<file path="src/hw/rtl/sstf_pkg.sv">
// Shared types and codes for the shortest-seek-first disk request scheduler.
// Item structs, request and status codes, and the per-cell control group.
// No dependencies.
package sstf_pkg;

  localparam int unsigned TrackW = 12;
  localparam int unsigned StatW  = 32;

  typedef logic [TrackW-1:0] track_t;
  typedef logic [StatW-1:0]  stat_t;

  // Request codes carried in req_type
  typedef enum logic [1:0] {
    REQ_ADD     = 2'd0,
    REQ_SERVE   = 2'd1,
    REQ_RESTART = 2'd2
  } req_e;

  // Result status codes
  typedef enum logic [2:0] {
    ST_ADDED   = 3'd0,
    ST_FULL    = 3'd1,
    ST_SERVED  = 3'd2,
    ST_NONE    = 3'd3,
    ST_RESTART = 3'd4
  } status_e;

  typedef struct packed {
    logic [1:0] req_type;
    track_t     track;
  } in_item_t;

  typedef struct packed {
    logic [2:0] status;
    track_t     served_track;
    track_t     seek_distance;
    stat_t      total_traversed;
    stat_t      requests_served;
    logic       queue_full;
  } out_item_t;

  // Control group from the sequencer to each queue cell
  typedef struct packed {
    logic load;   // take the appended track
    logic shift;  // take the neighbor's track (this entry or one below was removed)
  } cell_ctrl_t;

endpackage

</file>
<file path="src/hw/rtl/sstf_cell.sv">
// One queue cell of the scheduler: holds a single pending track.
// Loads an appended track or takes its upper neighbor's track on removal.
// Depends on sstf_pkg.
module sstf_cell
  import sstf_pkg::*;
(
  input  logic       clk_i,
  input  cell_ctrl_t ctrl_i,
  input  track_t     load_track_i,
  input  track_t     above_track_i,
  output track_t     track_o
);

  track_t track_q, track_d;

  // Shift down on removal, else load on append, else hold
  always_comb begin
    track_d = track_q;
    if (ctrl_i.shift) begin
      track_d = above_track_i;
    end else if (ctrl_i.load) begin
      track_d = load_track_i;
    end
  end

  always_ff @(posedge clk_i) begin
    track_q <= track_d;
  end

  assign track_o = track_q;

endmodule

</file>
<file path="src/hw/rtl/sstf_disk_request_scheduler.sv">
// Top level of the shortest-seek-first disk request scheduler.
// Sequencer, scan compare unit, statistics and a row of sstf_cell queue cells.
// Depends on sstf_pkg and sstf_cell.
//
//   channel | direction | handshake              | payload
//   --------+-----------+------------------------+-------------------------
//   in      | input     | in_valid_i / in_stall_o | in_item_i  (in_item_t)
//   out     | output    | out_valid_o / out_stall_i | out_item_o (out_item_t)
//   cfg     | input     | cfg_we_i               | cfg_data_i (start track)
//
// Add, restart and unused codes put their result in the output register in the
// cycle after they are accepted. A serve scans the batch one cell per cycle
// through the single read mux, then removes the chosen entry once the output
// register is free; an exact match ends the scan before the end of the batch.
// One item is in work at a time. Reset empties the queue, clears the
// statistics and sets the head to zero. A stalled result holds in the output
// register and the input stalls until that result is taken.
module sstf_disk_request_scheduler
  import sstf_pkg::*;
#(
  parameter int unsigned QUEUE_DEPTH = 16
) (
  input  logic      clk_i,
  input  logic      rst_ni,
  input  logic      in_valid_i,
  output logic      in_stall_o,
  input  in_item_t  in_item_i,
  output logic      out_valid_o,
  input  logic      out_stall_i,
  output out_item_t out_item_o,
  input  logic      cfg_we_i,
  input  track_t    cfg_data_i
);

  localparam int unsigned IdxW = (QUEUE_DEPTH > 1) ? $clog2(QUEUE_DEPTH) : 1;
  localparam int unsigned CntW = $clog2(QUEUE_DEPTH + 1);
  localparam logic [CntW-1:0] DepthCnt = CntW'(QUEUE_DEPTH);

  typedef enum logic [2:0] {
    S_IDLE  = 3'b001,
    S_SCAN  = 3'b010,
    S_SERVE = 3'b100
  } state_e;

  state_e          state_q, state_d;
  logic [CntW-1:0] count_q, count_d;
  logic [CntW-1:0] batch_q, batch_d;
  logic [IdxW-1:0] idx_q, idx_d;
  logic [IdxW-1:0] pick_q, pick_d;
  track_t          best_q, best_d;
  track_t          head_q, head_d;
  stat_t           sum_q, sum_d;
  stat_t           served_q, served_d;
  logic            out_valid_q, out_valid_d;
  out_item_t       out_q, out_d;

  track_t          cell_track [QUEUE_DEPTH];
  cell_ctrl_t      cell_ctrl  [QUEUE_DEPTH];
  logic            add_go, remove_go;
  logic [IdxW-1:0] rd_addr;
  track_t          rd_track, seek_dist;
  logic            out_free, in_go;
  logic [StatW:0]  sum_wide;

  // Queue cells, each fed by its upper neighbor; the top cell is fed its own track
  for (genvar i = 0; i < QUEUE_DEPTH; i++) begin : g_cell
    track_t above;
    if (i == QUEUE_DEPTH - 1) begin : g_top
      assign above = cell_track[i];
    end else begin : g_mid
      assign above = cell_track[i+1];
    end
    assign cell_ctrl[i].load  = add_go && (count_q == CntW'(i));
    assign cell_ctrl[i].shift = remove_go && (IdxW'(i) >= pick_q);
    sstf_cell u_cell (
      .clk_i         (clk_i),
      .ctrl_i        (cell_ctrl[i]),
      .load_track_i  (in_item_i.track),
      .above_track_i (above),
      .track_o       (cell_track[i])
    );
  end

  // Read one cell: scan index while scanning, chosen entry while serving
  assign rd_addr   = (state_q == S_SCAN) ? idx_q : pick_q;
  assign rd_track  = cell_track[rd_addr];
  assign seek_dist = (head_q >= rd_track) ? (head_q - rd_track) : (rd_track - head_q);
  assign sum_wide  = {1'b0, sum_q} + {{(StatW + 1 - TrackW){1'b0}}, best_q};

  assign out_free   = !out_valid_q || !out_stall_i;
  assign in_stall_o = (state_q != S_IDLE) || !out_free;
  assign in_go      = in_valid_i && !in_stall_o;
  assign add_go     = in_go && (in_item_i.req_type == REQ_ADD) && (count_q != DepthCnt);
  assign remove_go  = (state_q == S_SERVE) && out_free;

  // Sequencer, scan compare and statistics
  always_comb begin
    state_d     = state_q;
    count_d     = count_q;
    batch_d     = batch_q;
    idx_d       = idx_q;
    pick_d      = pick_q;
    best_d      = best_q;
    head_d      = head_q;
    sum_d       = sum_q;
    served_d    = served_q;
    out_valid_d = out_valid_q && out_stall_i;
    out_d       = out_q;

    case (state_q)
      S_IDLE: begin
        if (in_go) begin
          out_valid_d           = 1'b1;
          out_d.status          = ST_NONE;
          out_d.served_track    = '0;
          out_d.seek_distance   = '0;
          case (in_item_i.req_type)
            REQ_ADD: begin
              if (count_q == DepthCnt) begin
                out_d.status = ST_FULL;
              end else begin
                count_d      = count_q + CntW'(1);
                out_d.status = ST_ADDED;
              end
            end
            REQ_SERVE: begin
              if (count_q != '0) begin
                out_valid_d = 1'b0;
                if ((batch_q == '0) || (batch_q > count_q)) begin
                  batch_d = count_q;
                end
                idx_d   = '0;
                state_d = S_SCAN;
              end
            end
            REQ_RESTART: begin
              count_d      = '0;
              batch_d      = '0;
              sum_d        = '0;
              served_d     = '0;
              head_d       = in_item_i.track;
              out_d.status = ST_RESTART;
            end
            default: begin
              out_d.status = ST_NONE;
            end
          endcase
          out_d.total_traversed = sum_d;
          out_d.requests_served = served_d;
          out_d.queue_full      = (count_d == DepthCnt);
        end else if (cfg_we_i) begin
          head_d = cfg_data_i;
        end
      end
      S_SCAN: begin
        // Keep the first smallest distance; stop on an exact match or at the batch end
        if ((idx_q == '0) || (seek_dist < best_q)) begin
          best_d = seek_dist;
          pick_d = idx_q;
        end
        if ((seek_dist == '0) || ((CntW'(idx_q) + CntW'(1)) == batch_q)) begin
          state_d = S_SERVE;
        end else begin
          idx_d = idx_q + IdxW'(1);
        end
      end
      S_SERVE: begin
        if (out_free) begin
          count_d  = count_q - CntW'(1);
          batch_d  = batch_q - CntW'(1);
          head_d   = rd_track;
          sum_d    = sum_wide[StatW] ? '1 : sum_wide[StatW-1:0];
          served_d = (served_q == '1) ? served_q : served_q + StatW'(1);
          out_valid_d           = 1'b1;
          out_d.status          = ST_SERVED;
          out_d.served_track    = rd_track;
          out_d.seek_distance   = best_q;
          out_d.total_traversed = sum_d;
          out_d.requests_served = served_d;
          out_d.queue_full      = 1'b0;
          state_d               = S_IDLE;
        end
      end
      default: begin
        state_d = S_IDLE;
      end
    endcase
  end

  // Control and statistics registers
  always_ff @(posedge clk_i or negedge rst_ni) begin
    if (!rst_ni) begin
      state_q     <= S_IDLE;
      count_q     <= '0;
      batch_q     <= '0;
      head_q      <= '0;
      sum_q       <= '0;
      served_q    <= '0;
      out_valid_q <= 1'b0;
    end else begin
      state_q     <= state_d;
      count_q     <= count_d;
      batch_q     <= batch_d;
      head_q      <= head_d;
      sum_q       <= sum_d;
      served_q    <= served_d;
      out_valid_q <= out_valid_d;
    end
  end

  // Scan and result payload registers
  always_ff @(posedge clk_i) begin
    idx_q  <= idx_d;
    pick_q <= pick_d;
    best_q <= best_d;
    out_q  <= out_d;
  end

  assign out_valid_o = out_valid_q;
  assign out_item_o  = out_q;

endmodule

</file>
<file path="config.mk">
export PLATFORM = sky130hd
export DESIGN_NAME = sstf_disk_request_scheduler
export DESIGN_NICKNAME = d
export VERILOG_FILES = /design/src/hw/rtl/sstf_pkg.sv /design/src/hw/rtl/sstf_cell.sv /design/src/hw/rtl/sstf_disk_request_scheduler.sv
export SDC_FILE = /design/constraint.sdc
export NUM_CORES = 1
export LEC_CHECK = 0
export BUFFER_PORTS_ARGS = -buffer_cell sky130_fd_sc_hd__clkbuf_2
export CORE_ASPECT_RATIO = 1.5
export CORE_MARGIN = 8
export CORE_UTILIZATION = 25
export DETAILED_ROUTE_END_ITERATION = 10
export GPL_TIMING_DRIVEN = 0
export HOLD_SLACK_MARGIN = 0.02
export PLACE_DENSITY = 0.42
export SYNTH_ARGS = -nofsm -noshare
export SYNTH_HDL_FRONTEND = slang
export SYNTH_HIERARCHICAL = 1
export SYNTH_SLANG_ARGS = --single-unit
export TNS_END_PERCENT = 30
</file>
<file path="constraint.sdc">
create_clock -name clk_i -period 15.65 [get_ports clk_i]
set_input_delay 0 -clock clk_i [delete_from_list [all_inputs] [get_ports clk_i]]
set_output_delay 0 -clock clk_i [all_outputs]
set_load 0.02 [all_outputs]
</file>
# == After elaboration in Yosys (flattened, before gate mapping) ==
# Cells that the tools add are included.
# totals
regBits,394
latchBits,0
mem_bits_rw,0
mem_bits_ro,0
out_inout_bits,94
elab_cells,260
mem_count,0
# classes
add_sub_neg,9
multipliers,0
n_div,0
n_lt_le_gt_ge,20
n_eq_ne,37
n_shift,0
mux,84
bitwise,2
n_reduce_logical,76
# op_table
cell,n
$mux W12,37
$mux W32,8
$mux W92,2
$pmux W92 S2,1
$pmux W32 S2,2
$bmux W12 S4,1
$mux W5,9
$eq A5 B4 Y1 const B,8
$pmux W5 S2,4
$logic_and A1 B1 Y1,37
$reduce_bool A2 Y1,17
$add A32 B12 Y33,1
$add A32 B1 Y32 const B,1
$eq A32 B32 Y1 const B,1
$ge A4 B4 Y1 const A,8
$pmux W12 S2,1
$sub A12 B12 Y12,2
$eq A5 B3 Y1 const B,4
$mux W4,5
$ge A3 B4 Y1 const A,4
$mux W3,5
$ge A12 B12 Y1,1
$logic_not A12 Y1,1
$lt A12 B12 Y1,1
other kinds (41),67

# == Depth between registers and ports, before layout ==
# logic_depth
ltp_word,12
mapped_depth,27
mapped_depth_nobuf,25

# == By module ==
# Netlist, hierarchy kept.
# by_module_without_submodules
mod,instances,cells_each,area_each_um2,seq_area_each_um2
sstf_disk_request_scheduler,1,1588,13780.7,5616.6
sstf_cell,16,26,546.8,360.3

# == Least setup slack after synthesis ==
# OpenSTA, ideal clock, no wires.
# synth_timing
path_kind,reg-to-reg
startpoint,reg state_q[2]
endpoint,"reg best_q[0], enable pin"
t_arrival_ns,6.212
required_time_ns,15.236
setup_slack_ns,9.024
path_stages_with_launch,25
path_buffers,3
cell_sequence,dfrtp_1 -> nor3b_4 -> mux2i_1 -> clkbuf_1 -> clkbuf_1 -> nand2_1 -> a311oi_1 -> a21oi_1 -> a21oi_1 -> ha_1 -> inv_1 -> fa_1 -> nand3_1 -> nand3_1 -> a31oi_4 -> nand2_4 -> buf_6 -> mux2i_1 -> a221oi_1 -> xnor2_1 -> ha_1 -> nor2b_1 -> a2111oi_0 -> a21oi_1 -> o31ai_1
# synth_via
elab_chain_cells,11
# synth_rtl
item,line_no,text
start: declaration,sstf_disk_request_scheduler.sv:45,"state_e state_q, state_d;"
start signal: assignment,sstf_disk_request_scheduler.sv:201,state_q <= state_d;
$eq A3 B2 Y1 *,sstf_disk_request_scheduler.sv:85,assign rd_addr = (state_q == S_SCAN) ? idx_q : pick_q;
$mux W4 *,sstf_disk_request_scheduler.sv:85,
$not A4 Y5 (implied by the code) *,sstf_disk_request_scheduler.sv:86,assign rd_track = cell_track[rd_addr];
$bmux W12 S4 *,sstf_disk_request_scheduler.sv:86,
$mux W12 (implied by the code) * (2 in a row),sstf_disk_request_scheduler.sv:86,
named net rd_track[0],sstf_disk_request_scheduler.sv:61,"track_t rd_track, seek_dist;"
$sub A12 B12 Y12 or $ge A12 B12 Y1 (tied branches),sstf_disk_request_scheduler.sv:87,assign seek_dist = (head_q >= rd_track) ? (head_q - rd_track) : (rd_track - head_q);
$mux W12 *,sstf_disk_request_scheduler.sv:87,
named net seek_dist[10],sstf_disk_request_scheduler.sv:61,
$lt A12 B12 Y1 *,sstf_disk_request_scheduler.sv:157,if ((idx_q == '0) || (seek_dist < best_q)) begin
$logic_or A1 B1 Y1 *,sstf_disk_request_scheduler.sv:157,
$reduce_and A2 Y1 (no source line) *,n/a,
end signal: assignment,sstf_disk_request_scheduler.sv:215,best_q <= best_d;
end: declaration,sstf_disk_request_scheduler.sv:50,"track_t best_q, best_d;"
# The timed path passes the listed nets; every way through them passes the cells marked *. The select of a mux whose other input is x is not followed.
# A chain may end at the register's enable or synchronous reset.

# == Final worst setup path ==
# layout_timing
startpoint,reg state_q[2]
endpoint,"reg best_q[3], enable pin"
# Same word-level chain as after synthesis.

==> flow_metrics.tcl <==
set metrics [dict create \
    path_cells "nor3b_4, mux2i_1, clkbuf_1, clkbuf_1, nand2_1, a311oi_1, a211oi_1, a21oi_2, ha_1, clkbuf_1, and3_1, a221oi_1, o21ai_0, a21oi_1, mux2i_1, a221oi_1, xnor2_1, ha_1, nor2b_1, a2111oi_0, a21oi_1, o31ai_2, buf_4, buf_4" \
    finalSetupViolCount 0 \
    finalSetupTns_ns 0 \
    dr.pass1.iters 5 \
    rsz0062_at_grt "no" \
    port_buffers 123 \
    synth_nets 2100 \
    ys_seq_area_frac 0.505 \
    io_pins 125 \
    antenna_found_initial 0 \
    antennaDiodeCount 0 \
    crit_path_max_fanout 10 \
    hold_path_class "primary input to asynchronous set/reset pin" \
    final_hold_viol_count 1 \
    die_area_sq_um 100000 \
    status "finished with violations" \
    yosysTopAreaCell "edfxtp_1" \
    max-vdd-ir-drop_mv 0.0644 \
    timing.fmax_mhz 119 \
    violations "negative hold slack" \
    cp_slowest_cell "clkbuf_1" \
    ys.flop_type "edfxtp_1" \
    final_common_cell "edfxtp_1" \
    place_congestion 0.900 \
    final.setup.worst_slack_ns 7.27 \
    grt_pass1_wl_mm 116 \
    async_flop_share 0.228 \
    avgSynthCellArea_sq_um 11.2 \
    worstMarginPinSlew_ns 1.35 \
    post_cts_buffers 0 \
    grt.total_usage 0.152 \
    synth_edf_count 304 \
    syn_inst 2004 \
    numCtsBuffers 45 \
    die_y_microns 384 \
    synth-simple-area-share 0.128 \
    synth_top_family_by_area "compound AO/OA/AOI/OAI gates" \
    p_per_area_nw_per_um2 121 \
    synth_mux_area_frac 0.132 \
    synth_top_area_share 0.405 \
    clockBufferDepth 3 \
    crit_path_end_kind "register" \
    layout_common_cells "edfxtp_1 (304), nand2_1 (202), mux2_4 (144)" \
    antenna_left 0 \
    wl_mm 78.0 \
    whs_ns -0.00805 \
    slew_headroom 0.0766 \
    cts_tree "yes" \
    worst-path-buf-inv 5 \
    synthXorXnorAreaFrac 0.00894 \
    via_per_inst 4.98 \
    cp_common_cell "clkbuf_1" \
    cp.required_ns 15.95 \
    crit_path_max_incr_delay_ns 0.66 \
    synth_compound_area_frac 0.149 \
    drive_gt1_frac 0.218 \
    final_max_slew_viol_count 0 \
    dieWidth_microns 261 \
    synth_warnings 6 \
    clock_skew_ns 0.0192 \
    path_clk_slew_ns 0.06 \
    synth_area_leaders "edfxtp_1 (41%), dfrtp_1 (9.9%), mux2_4 (9.6%)" \
    num_vias 16900 \
    htree_num_levels 2 \
    grt_overflow 0 \
    dp.cells 3295 \
    areaGrowthSynthToFinish_pct 16.7 \
    crit_type "register to register" \
    crit_family "compound AO/OA/AOI/OAI gates" \
    critPathLaunchType "register" \
    ys_types 87 \
    leakagePower_nw 9.83 \
    final_cells 3395 \
    post-route-period-util 0.536 \
    cts_resized 0 \
    grt_pass1_vias 17400 \
    rows 135 \
    core_area_sq_um 89900 \
    synth-seq-cells 394 \
    detail_route.iter0.violations 1109 \
    synth_area_sq_um 22500 \
    wire_per_inst_microns 23.0 \
    crit_arrival_ns 8.68 \
    root_buffer "clkbuf_16" \
    grt_max_degree 91 \
    cap_violations 0 \
    synth_fa_ha_area_frac 0.0371 \
    layout.nets 2293 \
    dp_hpwl_mm 59.1 \
    cts_sinks 394 \
    start_util 0.251 \
    clk_latency_ns 0.59 \
    pre_cts_slack_ns 7.31 \
    period_needed_ns 8.38 \
    drc_errors 0 \
    cts_hold_buffers 19 \
]
## flip-flops by register name, indices dropped and copies added, names as in the netlist
register	cells
state_q	3
sum_q	32
pick_q	4
head_q	12
count_q	5
g_cell.u_cell/track_o	192
served_q	32
best_q	12
out_item_o	92
idx_q	4
batch_q	5
out_valid_o	1
## metal layers
layer / global-route usage / vias up / wire [microns] / part of all wire
met1: 0.175 / 8462 / 30900 / 0.40
met3: 0.0204 / 125 / 3180 / 0.041
li1: - / 7883 / - / -
met5: 0 / - / 0 / 0
met2: 0.283 / 453 / 40900 / 0.52
met4: 0.0578 / 0 / 3040 / 0.039
## cells in the mapped netlist, types with 16 or more instances
master	instances
o211ai_1	20
or2_2	19
mux2i_1	16
buf_2	20
a311oi_1	36
a21oi_1	102
o31ai_1	16
and2_1	48
o21ai_0	100
edfxtp_1	304
clkbuf_1	73
mux2_2	55
nand2_1	202
and3_1	18
nor2_1	143
a211oi_1	66
nand3_1	73
nor3_1	26
a31oi_1	62
ha_1	62
buf_6	19
inv_1	73
dfrtp_1	89
mux2_4	144
## cells by family (layout without fill, tap and decap cells)
family	count (synthesis)	count (layout)
simple gates	602	602
flops	394	394
buf+inv	198	425
fa+ha+maj	65	65
mux	217	217
compound gates	505	505
xor+xnor	23	23
## tightest hold or removal path, cell delays in order
cell and delay [ns]:
dlygate4sd3_1 0.54, clkbuf_8 0.13, buf_16 0.33
## final timing paths
path | from | endpoint | slack [ns] | depth (start not counted)
setup / recovery | state_q[2] | best_q[3] | 7.27 | 24
max in group asynchronous | rst_ni | served_q[5] | 15.13 | 3
setup reg to reg | state_q[2] | best_q[3] | 7.27 | 24
hold reg to reg | sum_q[9] | sum_q[9] | 0.52 | 2
min in group clk_i | in_item_i[13] | out_valid_o | 0.06 | 3
hold / removal | rst_ni | sum_q[7] | -0.008 | 3
## power breakdown
part | internal [mW] | leakage (nW) | switching, mW | total, mW
logic | 0.312 | 5.16 | 0.530 | 0.841
registers | 1.24 | 3.99 | 0.0601 | 1.30
clock network | 0.590 | 0.680 | 0.454 | 1.04
total | 2.14 | 9.83 | 1.04 | 3.18
## through the flow
step	area (sq um)	total power, mW	util	hold WS [ns]
after floorplan	22500	1.88	-	-0.296
after global placement	24600	2.15	0.274	0.463
after detailed placement	24700	2.16	0.275	0.113
after CTS	26300	3.23	0.292	0.0207
after global routing	26300	3.35	0.292	0.0463
final	26300	3.18	0.292	-0.00805
## layout make-up
cell class / count / area [sq um]
Fill cell: 9403 / 63600
Sequential cell: 394 / 11400
Inverter: 75 / 282
Timing Repair Buffer: 146 / 885
Multi-Input combinational cell: 1412 / 10200
Clock buffer: 60 / 1240
Tap cell: 1164 / 1460
Buffer: 123 / 644
Clock inverter: 21 / 160
(Power assumes the default switching activity.)
